## config.mk

```make
export PLATFORM = sky130hd
export DESIGN_NAME = dual_frame_parser_crc_xor
export DESIGN_NICKNAME = d
export VERILOG_FILES = /design/src/rtl/dfpcx_pkg.sv /design/src/rtl/dfpcx_ram.sv /design/src/rtl/dual_frame_parser_crc_xor.sv
export VERILOG_INCLUDE_DIRS = /design/src /design/src/rtl
export SDC_FILE = /design/constraint.sdc
export NUM_CORES = 2
export LEC_CHECK = 0
export BUFFER_PORTS_ARGS = -buffer_cell sky130_fd_sc_hd__clkbuf_2
export CAP_MARGIN = 20
export CORE_ASPECT_RATIO = 2
export CORE_MARGIN = 4
export CORE_UTILIZATION = 40
export DETAILED_ROUTE_END_ITERATION = 16
export PLACE_DENSITY = 0.57
export SLEW_MARGIN = 20
export SYNTH_ARGS = -nofsm -noshare
export SYNTH_HDL_FRONTEND = slang
export SYNTH_SLANG_ARGS = --single-unit
```

## constraint.sdc

```tcl
create_clock -name i_clk -period 4.4 [get_ports i_clk]
set_clock_uncertainty 0.15 [all_clocks]
set_input_delay 0.66 -clock i_clk [delete_from_list [all_inputs] [get_ports i_clk]]
set_output_delay 0.66 -clock i_clk [all_outputs]
set_load 0.02 [all_outputs]
```

## src/rtl/dual_frame_parser_crc_xor_assert.svh

```systemverilog
// Assertion macros shared by the frame parser RTL.
// No dependencies; included where assertions are written.
`ifndef DUAL_FRAME_PARSER_CRC_XOR_ASSERT_SVH
`define DUAL_FRAME_PARSER_CRC_XOR_ASSERT_SVH

// Same-cycle implication.
`define DFPCX_ASSERT_NOW(label, clk, rst_n, ante, cons) \
    label: assert property (@(posedge clk) disable iff (!rst_n) (ante) |-> (cons)) \
        else $error("dfpcx assertion failed");

// Next-cycle implication.
`define DFPCX_ASSERT_NEXT(label, clk, rst_n, ante, cons) \
    label: assert property (@(posedge clk) disable iff (!rst_n) (ante) |=> (cons)) \
        else $error("dfpcx assertion failed");

`endif

```

## src/rtl/dfpcx_pkg.sv

```systemverilog
// Package for the dual frame parser: transaction types, codes and checksum helpers.
// No dependencies.
`timescale 1ns / 1ps
`default_nettype none

package dfpcx_pkg;

    localparam logic [7:0]  HDR_CTRL = 8'hAA;
    localparam logic [7:0]  HDR_SYNC = 8'h55;
    localparam logic [7:0]  HDR_STRM = 8'hBB;
    localparam logic [15:0] CRC_POLY = 16'h8005;
    localparam logic [15:0] CRC_INIT = 16'hFFFF;

    typedef enum logic [2:0] {
        EV_NONE    = 3'd0,
        EV_CTRL_OK = 3'd1,
        EV_STRM_OK = 3'd2,
        EV_CRC_BAD = 3'd3,
        EV_XOR_BAD = 3'd4,
        EV_LEN_BAD = 3'd5
    } t_event;

    typedef enum logic [11:0] {
        PH_HDR   = 12'b0000_0000_0001,
        PH_HDR2  = 12'b0000_0000_0010,
        PH_SEQ   = 12'b0000_0000_0100,
        PH_CMD   = 12'b0000_0000_1000,
        PH_LEN   = 12'b0000_0001_0000,
        PH_DATA  = 12'b0000_0010_0000,
        PH_CRCH  = 12'b0000_0100_0000,
        PH_CRCL  = 12'b0000_1000_0000,
        PH_MASK  = 12'b0001_0000_0000,
        PH_SLEN  = 12'b0010_0000_0000,
        PH_SDATA = 12'b0100_0000_0000,
        PH_XOR   = 12'b1000_0000_0000
    } t_phase;

    typedef struct packed {
        logic       kind;
        logic [7:0] rx_byte;
        logic [7:0] read_index;
    } t_in_item;

    typedef struct packed {
        logic [2:0]         event_res;
        logic [7:0]         frame_seq;
        logic [7:0]         frame_cmd;
        logic [7:0]         frame_length;
        logic [7:0]         frame_mask;
        logic [7:0]         payload_out;
        logic signed [15:0] sample_out;
    } t_out_item;

    // Right-shifting CRC-16 update with CRC_POLY (16'h8005) as given, not bit-reversed, one byte.
    function automatic logic [15:0] crc_byte(input logic [15:0] crc, input logic [7:0] b);
        logic [15:0] c;
        c = crc ^ {8'h00, b};
        for (int i = 0; i < 8; i++) begin
            c = c[0] ? ((c >> 1) ^ CRC_POLY) : (c >> 1);
        end
        return c;
    endfunction

    function automatic logic [3:0] popcount8(input logic [7:0] v);
        logic [3:0] n;
        n = 4'd0;
        for (int i = 0; i < 8; i++) begin
            n = n + {3'd0, v[i]};
        end
        return n;
    endfunction

endpackage

`default_nettype wire

```

## src/rtl/dfpcx_ram.sv

```systemverilog
// Generic simple dual-port RAM, one write and one registered read port.
// No dependencies.
`timescale 1ns / 1ps
`default_nettype none

module dfpcx_ram #(
    parameter int WIDTH = 8,
    parameter int DEPTH = 16,
    localparam int AW = (DEPTH > 1) ? $clog2(DEPTH) : 1
) (
    input  wire logic             i_clk,
    input  wire logic             i_we,
    input  wire logic [AW-1:0]    i_waddr,
    input  wire logic [WIDTH-1:0] i_wdata,
    input  wire logic             i_re,
    input  wire logic [AW-1:0]    i_raddr,
    output logic      [WIDTH-1:0] o_rdata
);

    logic [WIDTH-1:0] r_mem [DEPTH];

    always_ff @(posedge i_clk) begin
        if (i_we) begin
            r_mem[i_waddr] <= i_wdata;
        end
        if (i_re) begin
            o_rdata <= r_mem[i_raddr];
        end
    end

endmodule

`default_nettype wire

```

## src/rtl/dual_frame_parser_crc_xor.sv

```systemverilog
// Pipeline: an accepted input transaction is registered in r_s1, then its result in r_out_item.
// Throughput: one transaction per cycle; the stage behind the payload RAM read stalls
// only while the output register holds an untaken result.
// Reset: i_rst_n synchronous, active low; clears parser state, last-frame fields and valid flags.
// Payload and sample RAMs are not cleared and are available right after reset.
`timescale 1ns / 1ps
`default_nettype none

`include "dual_frame_parser_crc_xor_assert.svh"

module dual_frame_parser_crc_xor
    import dfpcx_pkg::*;
#(
    parameter int MAX_PAYLOAD  = 256,
    parameter int MAX_CHANNELS = 8
) (
    input  wire logic      i_clk,
    input  wire logic      i_rst_n,
    input  wire logic      i_in_valid,
    output logic           o_in_ready,
    input  wire t_in_item  i_in_item,
    output logic           o_out_valid,
    input  wire logic      i_out_ready,
    output t_out_item      o_out_item
);

    localparam int PAW   = (MAX_PAYLOAD > 1) ? $clog2(MAX_PAYLOAD) : 1;
    localparam int CHAW  = (MAX_CHANNELS > 1) ? $clog2(MAX_CHANNELS) : 1;
    localparam logic [8:0] PAY_LIM = 9'(MAX_PAYLOAD);
    localparam logic [8:0] STR_LIM = 9'(2 * MAX_CHANNELS);

    typedef struct packed {
        logic [2:0] event_res;
        logic [7:0] seq;
        logic [7:0] cmd;
        logic [7:0] len;
        logic [7:0] mask;
        logic       pay_ok;
        logic       smp_ok;
        logic       smp_fwd;
    } t_s1;

    // Parser state
    t_phase      r_phase, n_phase;
    logic [7:0]  r_seq, n_seq, r_cmd, n_cmd, r_len, n_len, r_cnt, n_cnt;
    logic [7:0]  r_crch, n_crch, r_mask, n_mask, r_xor, n_xor;
    logic [15:0] r_crc, n_crc;
    logic [7:0]  r_dseq, n_dseq, r_dcmd, n_dcmd, r_dlen, n_dlen, r_dmask, n_dmask;
    t_event      ev;
    logic        clr;

    // Pipeline
    logic        r_s1_valid;
    t_s1         r_s1, n_s1;
    logic        r_out_valid;
    t_out_item   r_out_item;
    logic        s1_adv, in_acc, byte_acc, rd_acc;

    // RAM ports
    logic             pay_we, str_we_e, str_we_o;
    logic [PAW-1:0]   pay_waddr;
    logic [CHAW-1:0]  str_waddr;
    logic [7:0]       pay_rdata;
    logic [15:0]      str_rdata;
    logic [7:0]       r_shi;
    logic             smp_pend;
    logic [7:0]       b;
    logic [7:0]       cnt_inc;

    assign s1_adv     = r_s1_valid && (!r_out_valid || i_out_ready);
    assign o_in_ready = !r_s1_valid || s1_adv;
    assign in_acc     = i_in_valid && o_in_ready;
    assign byte_acc   = in_acc && !i_in_item.kind;
    assign rd_acc     = in_acc && i_in_item.kind;
    assign b          = i_in_item.rx_byte;
    assign cnt_inc    = r_cnt + 8'd1;

    always_comb begin
        n_phase = r_phase;
        n_seq   = r_seq;
        n_cmd   = r_cmd;
        n_len   = r_len;
        n_cnt   = r_cnt;
        n_crch  = r_crch;
        n_mask  = r_mask;
        n_xor   = r_xor;
        n_crc   = r_crc;
        n_dseq  = r_dseq;
        n_dcmd  = r_dcmd;
        n_dlen  = r_dlen;
        n_dmask = r_dmask;
        ev      = EV_NONE;
        clr     = 1'b0;
        pay_we  = 1'b0;
        str_we_e = 1'b0;
        str_we_o = 1'b0;
        case (r_phase)
            PH_HDR: begin
                if (b == HDR_CTRL) begin
                    clr = 1'b1;
                    n_phase = PH_HDR2;
                end else if (b == HDR_STRM) begin
                    clr = 1'b1;
                    n_phase = PH_MASK;
                end
            end
            PH_HDR2: begin
                clr = 1'b1;
                if (b == HDR_SYNC) begin
                    clr = 1'b0;
                    n_phase = PH_SEQ;
                end else if (b == HDR_CTRL) begin
                    n_phase = PH_HDR2;
                end else if (b == HDR_STRM) begin
                    n_phase = PH_MASK;
                end else begin
                    n_phase = PH_HDR;
                end
            end
            PH_SEQ: begin
                n_seq   = b;
                n_crc   = crc_byte(CRC_INIT, b);
                n_phase = PH_CMD;
            end
            PH_CMD: begin
                n_cmd   = b;
                n_crc   = crc_byte(r_crc, b);
                n_phase = PH_LEN;
            end
            PH_LEN: begin
                n_len   = b;
                n_cnt   = 8'd0;
                n_crc   = crc_byte(r_crc, b);
                n_phase = (b == 8'd0) ? PH_CRCH : PH_DATA;
            end
            PH_DATA: begin
                pay_we = ({1'b0, r_cnt} < PAY_LIM);
                n_crc  = crc_byte(r_crc, b);
                n_cnt  = cnt_inc;
                if (cnt_inc >= r_len) begin
                    n_phase = PH_CRCH;
                end
            end
            PH_CRCH: begin
                n_crch  = b;
                n_phase = PH_CRCL;
            end
            PH_CRCL: begin
                clr     = 1'b1;
                n_phase = PH_HDR;
                if ({r_crch, b} == r_crc) begin
                    n_dseq = r_seq;
                    n_dcmd = r_cmd;
                    n_dlen = r_len;
                    ev     = EV_CTRL_OK;
                end else begin
                    ev = EV_CRC_BAD;
                end
            end
            PH_MASK: begin
                n_mask  = b;
                n_xor   = b;
                n_phase = PH_SLEN;
            end
            PH_SLEN: begin
                n_len = b;
                n_cnt = 8'd0;
                if (b != {3'd0, popcount8(r_mask), 1'b0}) begin
                    clr     = 1'b1;
                    n_phase = PH_HDR;
                    ev      = EV_LEN_BAD;
                end else begin
                    n_xor   = r_xor ^ b;
                    n_phase = (b == 8'd0) ? PH_XOR : PH_SDATA;
                end
            end
            PH_SDATA: begin
                str_we_e = ({1'b0, r_cnt} < STR_LIM) && !r_cnt[0];
                str_we_o = ({1'b0, r_cnt} < STR_LIM) && r_cnt[0];
                n_xor    = r_xor ^ b;
                n_cnt    = cnt_inc;
                if (cnt_inc >= r_len) begin
                    n_phase = PH_XOR;
                end
            end
            PH_XOR: begin
                clr     = 1'b1;
                n_phase = PH_HDR;
                if (b == r_xor) begin
                    n_dmask = r_mask;
                    ev      = EV_STRM_OK;
                end else begin
                    ev = EV_XOR_BAD;
                end
            end
            default: begin
                clr     = 1'b1;
                n_phase = PH_HDR;
            end
        endcase
        if (clr) begin
            n_seq  = 8'd0;
            n_cmd  = 8'd0;
            n_len  = 8'd0;
            n_cnt  = 8'd0;
            n_crch = 8'd0;
            n_mask = 8'd0;
            n_xor  = 8'd0;
            n_crc  = CRC_INIT;
        end
    end

    assign pay_waddr = r_cnt[PAW-1:0];
    assign str_waddr = r_cnt[CHAW:1];

    // high byte of the current sample is held in r_shi, not yet in the RAM
    assign smp_pend  = (r_phase == PH_SDATA) && r_cnt[0] && ({1'b0, r_cnt} < STR_LIM);

    always_comb begin
        n_s1.event_res = byte_acc ? ev : EV_NONE;
        n_s1.seq       = byte_acc ? n_dseq : r_dseq;
        n_s1.cmd       = byte_acc ? n_dcmd : r_dcmd;
        n_s1.len       = byte_acc ? n_dlen : r_dlen;
        n_s1.mask      = byte_acc ? n_dmask : r_dmask;
        n_s1.pay_ok    = i_in_item.kind && ({1'b0, i_in_item.read_index} < PAY_LIM);
        n_s1.smp_ok    = i_in_item.kind
                         && ({1'b0, i_in_item.read_index} < 9'(MAX_CHANNELS));
        n_s1.smp_fwd   = smp_pend && (i_in_item.read_index[CHAW-1:0] == str_waddr);
    end

    always_ff @(posedge i_clk) begin
        if (!i_rst_n) begin
            r_phase <= PH_HDR;
            r_seq   <= 8'd0;
            r_cmd   <= 8'd0;
            r_len   <= 8'd0;
            r_cnt   <= 8'd0;
            r_crch  <= 8'd0;
            r_mask  <= 8'd0;
            r_xor   <= 8'd0;
            r_crc   <= CRC_INIT;
            r_dseq  <= 8'd0;
            r_dcmd  <= 8'd0;
            r_dlen  <= 8'd0;
            r_dmask <= 8'd0;
        end else if (byte_acc) begin
            r_phase <= n_phase;
            r_seq   <= n_seq;
            r_cmd   <= n_cmd;
            r_len   <= n_len;
            r_cnt   <= n_cnt;
            r_crch  <= n_crch;
            r_mask  <= n_mask;
            r_xor   <= n_xor;
            r_crc   <= n_crc;
            r_dseq  <= n_dseq;
            r_dcmd  <= n_dcmd;
            r_dlen  <= n_dlen;
            r_dmask <= n_dmask;
        end
    end

    always_ff @(posedge i_clk) begin
        if (!i_rst_n) begin
            r_s1_valid  <= 1'b0;
            r_out_valid <= 1'b0;
        end else begin
            if (in_acc) begin
                r_s1_valid <= 1'b1;
            end else if (s1_adv) begin
                r_s1_valid <= 1'b0;
            end
            if (s1_adv) begin
                r_out_valid <= 1'b1;
            end else if (i_out_ready) begin
                r_out_valid <= 1'b0;
            end
        end
    end

    always_ff @(posedge i_clk) begin
        if (byte_acc && str_we_e) begin
            r_shi <= b;
        end
    end

    always_ff @(posedge i_clk) begin
        if (in_acc) begin
            r_s1 <= n_s1;
        end
        if (s1_adv) begin
            r_out_item.event_res    <= r_s1.event_res;
            r_out_item.frame_seq    <= r_s1.seq;
            r_out_item.frame_cmd    <= r_s1.cmd;
            r_out_item.frame_length <= r_s1.len;
            r_out_item.frame_mask   <= r_s1.mask;
            r_out_item.payload_out  <= r_s1.pay_ok ? pay_rdata : 8'd0;
            r_out_item.sample_out   <= !r_s1.smp_ok  ? 16'd0 :
                                       r_s1.smp_fwd ? {r_shi, str_rdata[7:0]} : str_rdata;
        end
    end

    assign o_out_valid = r_out_valid;
    assign o_out_item  = r_out_item;

    dfpcx_ram #(.WIDTH(8), .DEPTH(MAX_PAYLOAD)) u_pay_ram (
        .i_clk   (i_clk),
        .i_we    (byte_acc && pay_we),
        .i_waddr (pay_waddr),
        .i_wdata (b),
        .i_re    (rd_acc),
        .i_raddr (i_in_item.read_index[PAW-1:0]),
        .o_rdata (pay_rdata)
    );

    // Samples, written as a word when the low byte arrives
    dfpcx_ram #(.WIDTH(16), .DEPTH(MAX_CHANNELS)) u_smp_ram (
        .i_clk   (i_clk),
        .i_we    (byte_acc && str_we_o),
        .i_waddr (str_waddr),
        .i_wdata ({r_shi, b}),
        .i_re    (rd_acc),
        .i_raddr (i_in_item.read_index[CHAW-1:0]),
        .o_rdata (str_rdata)
    );

    `DFPCX_ASSERT_NEXT(a_acc_fills_s1, i_clk, i_rst_n, in_acc, r_s1_valid)
    `DFPCX_ASSERT_NOW(a_stall_blocks_in, i_clk, i_rst_n,
                      r_s1_valid && r_out_valid && !i_out_ready, !o_in_ready)
    `DFPCX_ASSERT_NOW(a_event_no_data, i_clk, i_rst_n,
                      o_out_valid && (o_out_item.event_res != EV_NONE),
                      (o_out_item.payload_out == 8'd0) && (o_out_item.sample_out == 16'sd0))

endmodule

`default_nettype wire
```

* Yosys cells after proc, flatten, opt, wreduce, memory -nomap -nowiden
Memory sizes are Yosys's and may differ from the RTL's. A register that Yosys moved wholly into a read port is not among the register bits.
Cells that the tools add are included.
** Storage, ports and cells
- Bits in registers :: 223
- Memories kept :: 2
- Memory bits (writable) :: 2176
- Logic and storage cells :: 206
** Operators by class
- Reductions and logical operators :: 43
- Add/sub/neg operators :: 8
- Mux-type cells :: 77
- Eq/ne operators :: 23
- Magnitude comparators :: 3
- Bitwise gates (word level) :: 19
** Memories
- u_pay_ram.r_mem :: depth 256, width 8, read ports 1, clocked after memory_dff 1, wr ports 1, line dfpcx_ram.sv:20 : logic [WIDTH-1:0] r_mem [DEPTH];
- u_smp_ram.r_mem :: depth 8, width 16, read ports 1, clocked after memory_dff 1, wr ports 1, line dfpcx_ram.sv:20
** Operator list (number)
- two-way mux 16 bit :: 18
- two-way mux 8 bit :: 25
- case mux 12 bit (10 select lines) :: 1
- two-way mux 12 bit :: 6
- inverter 2 -> 3 bit :: 16
- case mux 16 bit (2 select lines) :: 1
- two-way mux 9 bit :: 3
- case mux 8 bit (3 select lines) :: 1
- adder 4 x 1 -> 4 bit :: 4
- equality test 16 bit :: 1
- equality test 8 bit, second input constant :: 2
- inverter 8 -> 16 bit :: 1
- case mux 8 bit (2 select lines) :: 1
- bitwise XOR 16 x 8 -> 16 bit :: 1
- two-way mux 1 bit :: 15
- AND reduction 2 bit :: 7
- nonzero test 2 bit :: 7
- logical AND 1 bit :: 13
- equality test 12 x 1 -> 1 bit, second input constant :: 1
- equality test 12 x 10 -> 1 bit, second input constant :: 1
- equality test 12 x 11 -> 1 bit, second input constant :: 1
- equality test 12 bit, second input constant :: 1
- equality test 12 x 2 -> 1 bit, second input constant :: 1
- equality test 12 x 3 -> 1 bit, second input constant :: 1
- other kinds (35) :: 44

* Longest topological paths before layout
- Word-level depth :: 19
- Gate-level depth with buffers :: 15

* Cells and area by module
From an unflattened synthesis, not the netlist that was laid out.
** Unflattened totals
- Cells, all modules :: 4785
- Area total of the unflattened synthesis :: 94954.8 um^2
** By module, submodules not included
- dfpcx_ram at u_pay_ram :: area an instance 79636.4 um^2, cells an instance 3733, times used 1, seq. area each 61739.2 um^2
- dual_frame_parser_crc_xor :: area an instance 9864.5 um^2, cells an instance 838, times used 1, seq. area each 5515.3 um^2
- dfpcx_ram at u_smp_ram :: area an instance 5454.0 um^2, cells an instance 214, times used 1, seq. area each 4324.1 um^2

* Worst setup path before layout
Ideal clock, no wire load.
- Kind :: reg2reg
- From :: register r_mask[0]
- To :: register r_crc[1]
- Path slack :: 0.105 ns
- Clock period less this slack :: 4.295 ns
- Arrival time :: 4.030 ns
- Setup time :: 0.115 ns
- Buffers on the path :: 0
- Cell stages (with the launch flop) :: 16
- Cell sequence :: dfxtp_1 > inv_1 > fa_1 > fa_1 > fa_1 > inv_1 > ha_1 > inv_1 > fa_1 > xor2_1 > nand3_1 > nor4b_2 > nor2_4 > o31ai_2 > nand2_2 > o21a_1
** On the way
- Longest elaborated chain between the ends :: 12
** RTL lines
- start, declared :: line dual_frame_parser_crc_xor.sv:46 : logic [7:0] r_crch, n_crch, r_mask, n_mask, r_xor, n_xor;
- start signal, assigned :: line dual_frame_parser_crc_xor.sv:253 : r_mask <= n_mask;
- adder 1 x 1 -> 2 bit * :: line dfpcx_pkg.sv:68 : n = n + {3'd0, v[i]};
- adder 2 x 1 -> 3 bit * :: line dfpcx_pkg.sv:68
- adder 3 x 1 -> 4 bit * :: line dfpcx_pkg.sv:68
- adder 4 x 1 -> 4 bit * (4 in series) :: line dfpcx_pkg.sv:68
- inequality test 8 x 5 -> 1 bit * :: line dual_frame_parser_crc_xor.sv:168 : if (b != {3'd0, popcount8(r_mask), 1'b0}) begin
- two-way mux 1 bit * :: line dual_frame_parser_crc_xor.sv:168
- case mux 1 bit (4 select lines) * :: line dual_frame_parser_crc_xor.sv:97 : case (r_phase)
- nonzero test 3 bit (no source line)
- AND reduction 2 bit (no source line)
- end signal, assigned :: line dual_frame_parser_crc_xor.sv:255 : r_crc <= n_crc;
- end, declared :: line dual_frame_parser_crc_xor.sv:47 : logic [15:0] r_crc, n_crc;
Every way passes the cells marked *; elsewhere a longest branch is shown, timed or not.
A chain may end at the register's enable or synchronous reset.

* Final worst setup path
- From :: register r_mask[0]
- To :: register r_seq[5]
** On the way
- Longest elaborated chain between the ends :: 12
** RTL lines
- adder 1 x 1 -> 2 bit * :: line dfpcx_pkg.sv:68
- adder 2 x 1 -> 3 bit * :: line dfpcx_pkg.sv:68
- adder 3 x 1 -> 4 bit * :: line dfpcx_pkg.sv:68
- adder 4 x 1 -> 4 bit * (4 in series) :: line dfpcx_pkg.sv:68
- inequality test 8 x 5 -> 1 bit * :: line dual_frame_parser_crc_xor.sv:168
- two-way mux 1 bit * :: line dual_frame_parser_crc_xor.sv:168
- case mux 1 bit (4 select lines) * :: line dual_frame_parser_crc_xor.sv:97
- nonzero test 2 bit (no source line)
- AND reduction 2 bit (no source line)
- end signal, assigned :: line dual_frame_parser_crc_xor.sv:248 : r_seq <= n_seq;
- end, declared :: line dual_frame_parser_crc_xor.sv:45 : logic [7:0] r_seq, n_seq, r_cmd, n_cmd, r_len, n_len, r_cnt, n_cnt;
Marked as above.

==> results.cfg <==
[route]
dr.pass1.iters = 6
ant_nets = 0
post-route-drc-count = 0
vias_per_cell = 5.90
vias = 50942
wl_per_cell_um = 33.8
routed_wirelength_mm = 292
drt_iter0_drc = 5430

[global_route]
overflow = 0
grt_max_degree = 189
grt_usage = 0.233
grt_pass1_wl_mm = 407
grt_pass1_vias = 51862
antenna_found_initial = 9

[floorplanning]
rows = 253
dieArea_mm2 = 0.246
die_x_um = 353
start_util = 0.402
core_area_mm2 = 0.237
ios = 82
die_h_um = 698

[synth]
synth_mux_area_frac = 0.141
synthFlopType = edfxtp_1
synthDistinctLibCells = 97
synth_xor_area_frac = 0.00672
synth_warnings = 0
synth_edf_count = 2305
synth_compound_area_frac = 0.0382
ys_seq_area_frac = 0.752
async_flop_share = 0
synthCells = 4848
synth_adder_area_share = 0.00347
synth_top_family_by_area = multiplexers
syn_nets = 4893
syn_area_mm2 = 0.0952
avgSynthCellArea_um2 = 19.6
postSynthRegisterBits = 2423
synth-simple-area-share = 0.0389

[clock_tree]
cts_sinks = 2423
h-tree-depth = 4
root_buffer = clkbuf_16
path_clk_slew_ns = 0.07
cts_tree = yes
clockBufferDepth = 4
cts_made_buffers = 212
insertion_delay_ns = 0.88

[finish]
nets = 5451
synthToLayoutAreaGrowth_pct = 14.9
final_cell_area_mm2 = 0.109
drive_above_1_share = 0.278
final_cells = 8641

[sta]
max_freq_mhz = 230
max-slew-margin-rel = 0.210
finalMaxSlewViolations = 0
hold_violations = 0
whs_ns = 0.0177
finalCritPeriodShare = 0.987
rsz0062_at_grt = yes
tns_ns = 0
period_needed_ns = 4.34
setup_violations = 0
worstMarginPinSlew_ns = 1.17

[job]
maxCapViolations = 0

[placement]
placedCellCount = 8239
place.gp.congestion = 0.894
dpl_cell_area_mm2 = 0.102
port-buffer-count = 81
hpwl_mm = 198

[critical_path]
worstPathRequired_ns = 5.06
crit_fanout = 8
timing.rr.start = r_mask[0]
reg2reg_depth = 16
r2r_end = r_seq[5]
startpoint_type = flip-flop
critPathCapture = r_seq[5]
r2r_slack_ns = 0.06
cp-startpoint = r_mask[0]
crit_type = flip-flop to flip-flop
crit_path_end_kind = flip-flop
cp.arrival_ns = 5.00

[power]
p_total_mw = 46.5
power.density_mw_per_mm2 = 425
peakVddDrop_mv = 0.362
p_leak_nw = 35.3

[outcome]
run_status = completed

[min_path]
hp-class = input port to flip-flop
-- registers in the layout, indices dropped and copies added (netlist names), 12 cells and up --
signal / count
u_pay_ram.r_mem: 2048
u_smp_ram.r_mem: 128
o_out_item: 59
r_s1: 38
r_crc: 16
u_smp_ram.o_rdata: 16
r_phase: 12
-- per-stage QoR --
stage | utilization | setup WS [ns]
after floorplan | - | 0.105
after global placement | 0.432 | -0.0539
after detailed placement | 0.432 | -0.0843
after CTS | 0.460 | 0.0105
after global routing | 0.461 | -0.0888
final | 0.461 | 0.0586
-- repair_timing --
action / 4_1_cts / 5_1_grt
endpoints found under the setup margin: 34 / 66
buffers inserted: 1 / 4
hold buffers: 5 / 0
gates resized for setup: 7 / 30
hold endpoints to repair: 10 / 0
pin swaps: 3 / 4
cloned: 0 / 1
-- layout make-up --
type	instances	area, µm²
Multi-Input combinational cell	2108	22000
Inverter	36	136
Fill cell	19876	128000
Antenna cell	9	22.5
Sequential cell	2423	71600
Tap cell	3060	3830
Clock buffer	258	5580
Clock inverter	122	1080
Timing Repair Buffer	625	5140
-- placed cells by master, fill, tap and decap left out, drive strengths merged, types with 20 or more instances in the layout --
cell type / synthesis / layout
a21oi: 80 / 80
a221oi: 30 / 30
a22o: 36 / 36
a22oi: 94 / 94
and2: 60 / 60
buf: 161 / 551
clkbuf: 121 / 327
clkinv: 1 / 92
dfxtp: 118 / 118
edfxtp: 2305 / 2305
ha: 20 / 20
inv: 35 / 40
mux2: 50 / 50
mux2i: 138 / 138
mux4: 509 / 509
nand2: 191 / 192
nand3: 38 / 38
nor2: 359 / 359
nor2b: 31 / 31
nor3: 42 / 42
o21ai: 72 / 72
o221ai: 29 / 29
o22ai: 33 / 33
xnor2: 43 / 43
xor2: 30 / 30
-- per-layer routing --
| metal | wire length [µm] | global-route usage | up-vias |
|---|---|---|---|
| li1 | - | - | 20856 |
| met1 | 97600 | 0.258 | 27162 |
| met2 | 155000 | 0.423 | 2228 |
| met3 | 17100 | 0.0300 | 694 |
| met4 | 22000 | 0.144 | 2 |
| met5 | 16 | 0 | - |
-- cells by family after synthesis --
| kind of cell | after synthesis |
|---|---|
| AO/OA/AOI/OAI | 504 |
| XOR/XNOR | 73 |
| adder cells (fa/ha/maj) | 24 |
| buffers and inverters | 318 |
| flip-flops | 2423 |
| multiplexers | 697 |
| AND/OR/NAND/NOR | 809 |
-- power by group --
group          internal [mW]  switching (mW)  leakage [nW]  total (mW)
registers               25.3          0.0348          21.8        25.3
logic                  0.954            1.85          10.3        2.80
clock network           10.0            8.39          3.26        18.4
-- Yosys cell counts, types with 6 or more instances --
| library cell | n | area share |
|---|---|---|
| edfxtp_1 | 2305 | 0.73 |
| mux4_2 | 509 | 0.12 |
| nor2_1 | 357 | 0.014 |
| nand2_1 | 190 | 0.0075 |
| mux2i_1 | 138 | 0.015 |
| clkbuf_1 | 121 | 0.0048 |
| dfxtp_1 | 118 | 0.025 |
| a22oi_1 | 94 | 0.0074 |
| a21oi_1 | 80 | 0.0042 |
| buf_2 | 64 | 0.0034 |
| and2_1 | 58 | 0.0038 |
| o21ai_0 | 52 | 0.0027 |
| mux2_2 | 49 | 0.0058 |
| xnor2_1 | 43 | 0.0040 |
| nand3_1 | 38 | 0.0020 |
| nor3_1 | 38 | 0.0020 |
| a22o_1 | 36 | 0.0033 |
| inv_1 | 34 | 0.0013 |
| o22ai_1 | 33 | 0.0022 |
| nor2b_1 | 31 | 0.0020 |
| a221oi_1 | 30 | 0.0028 |
| xor2_1 | 30 | 0.0028 |
| o221ai_1 | 28 | 0.0026 |
| buf_1 | 27 | 0.0011 |
| buf_6 | 25 | 0.0030 |
| ha_1 | 20 | 0.0026 |
| o21ai_1 | 19 | 0.0010 |
| buf_4 | 18 | 0.0014 |
| a31oi_1 | 17 | 0.0011 |
| nor4_1 | 16 | 0.0011 |
| nand4_1 | 15 | 0.00099 |
| buf_8 | 14 | 0.0022 |
| buf_12 | 13 | 0.0027 |
| nand2b_1 | 12 | 0.00079 |
| a21o_1 | 11 | 0.00087 |
| and3_1 | 11 | 0.00072 |
| a211oi_1 | 10 | 0.00079 |
| o211ai_1 | 10 | 0.00079 |
| o41ai_1 | 9 | 0.00083 |
| a2bb2oi_1 | 8 | 0.00074 |
| a221o_1 | 7 | 0.00074 |
| a32oi_1 | 7 | 0.00064 |
| o21a_1 | 6 | 0.00047 |
-- worst max-delay path, cell delays in order, from the launching register on --
cell	delay, ns
dfxtp_2	0.33
inv_2	0.04
fa_1	0.55
fa_1	0.43
fa_1	0.44
inv_1	0.07
ha_2	0.17
inv_2	0.04
fa_1	0.55
xor2_1	0.17
nand3_1	0.11
nor4b_2	0.24
buf_4	0.18
nor2_4	0.07
nor2_2	0.26
a31o_2	0.30
a22o_1	0.17
-- worst min path at each step --
stage	start	to	slack, ns	cells after the start
2_1_floorplan	r_s1[3]	o_out_item[24]	0.25	0
3_3_place_gp	r_s1[30]	o_out_item[51]	0.25	0
3_5_place_dp	r_s1[12]	o_out_item[33]	0.26	0
4_1_cts	i_in_item[12]	u_pay_ram.r_mem[1][4]	0.002	1
5_1_grt	i_in_item[12]	u_pay_ram.r_mem[154][4]	-0.001	1
6_report	i_in_item[12]	u_pay_ram.r_mem[154][4]	0.02	1
(Power assumes the default switching activity.)
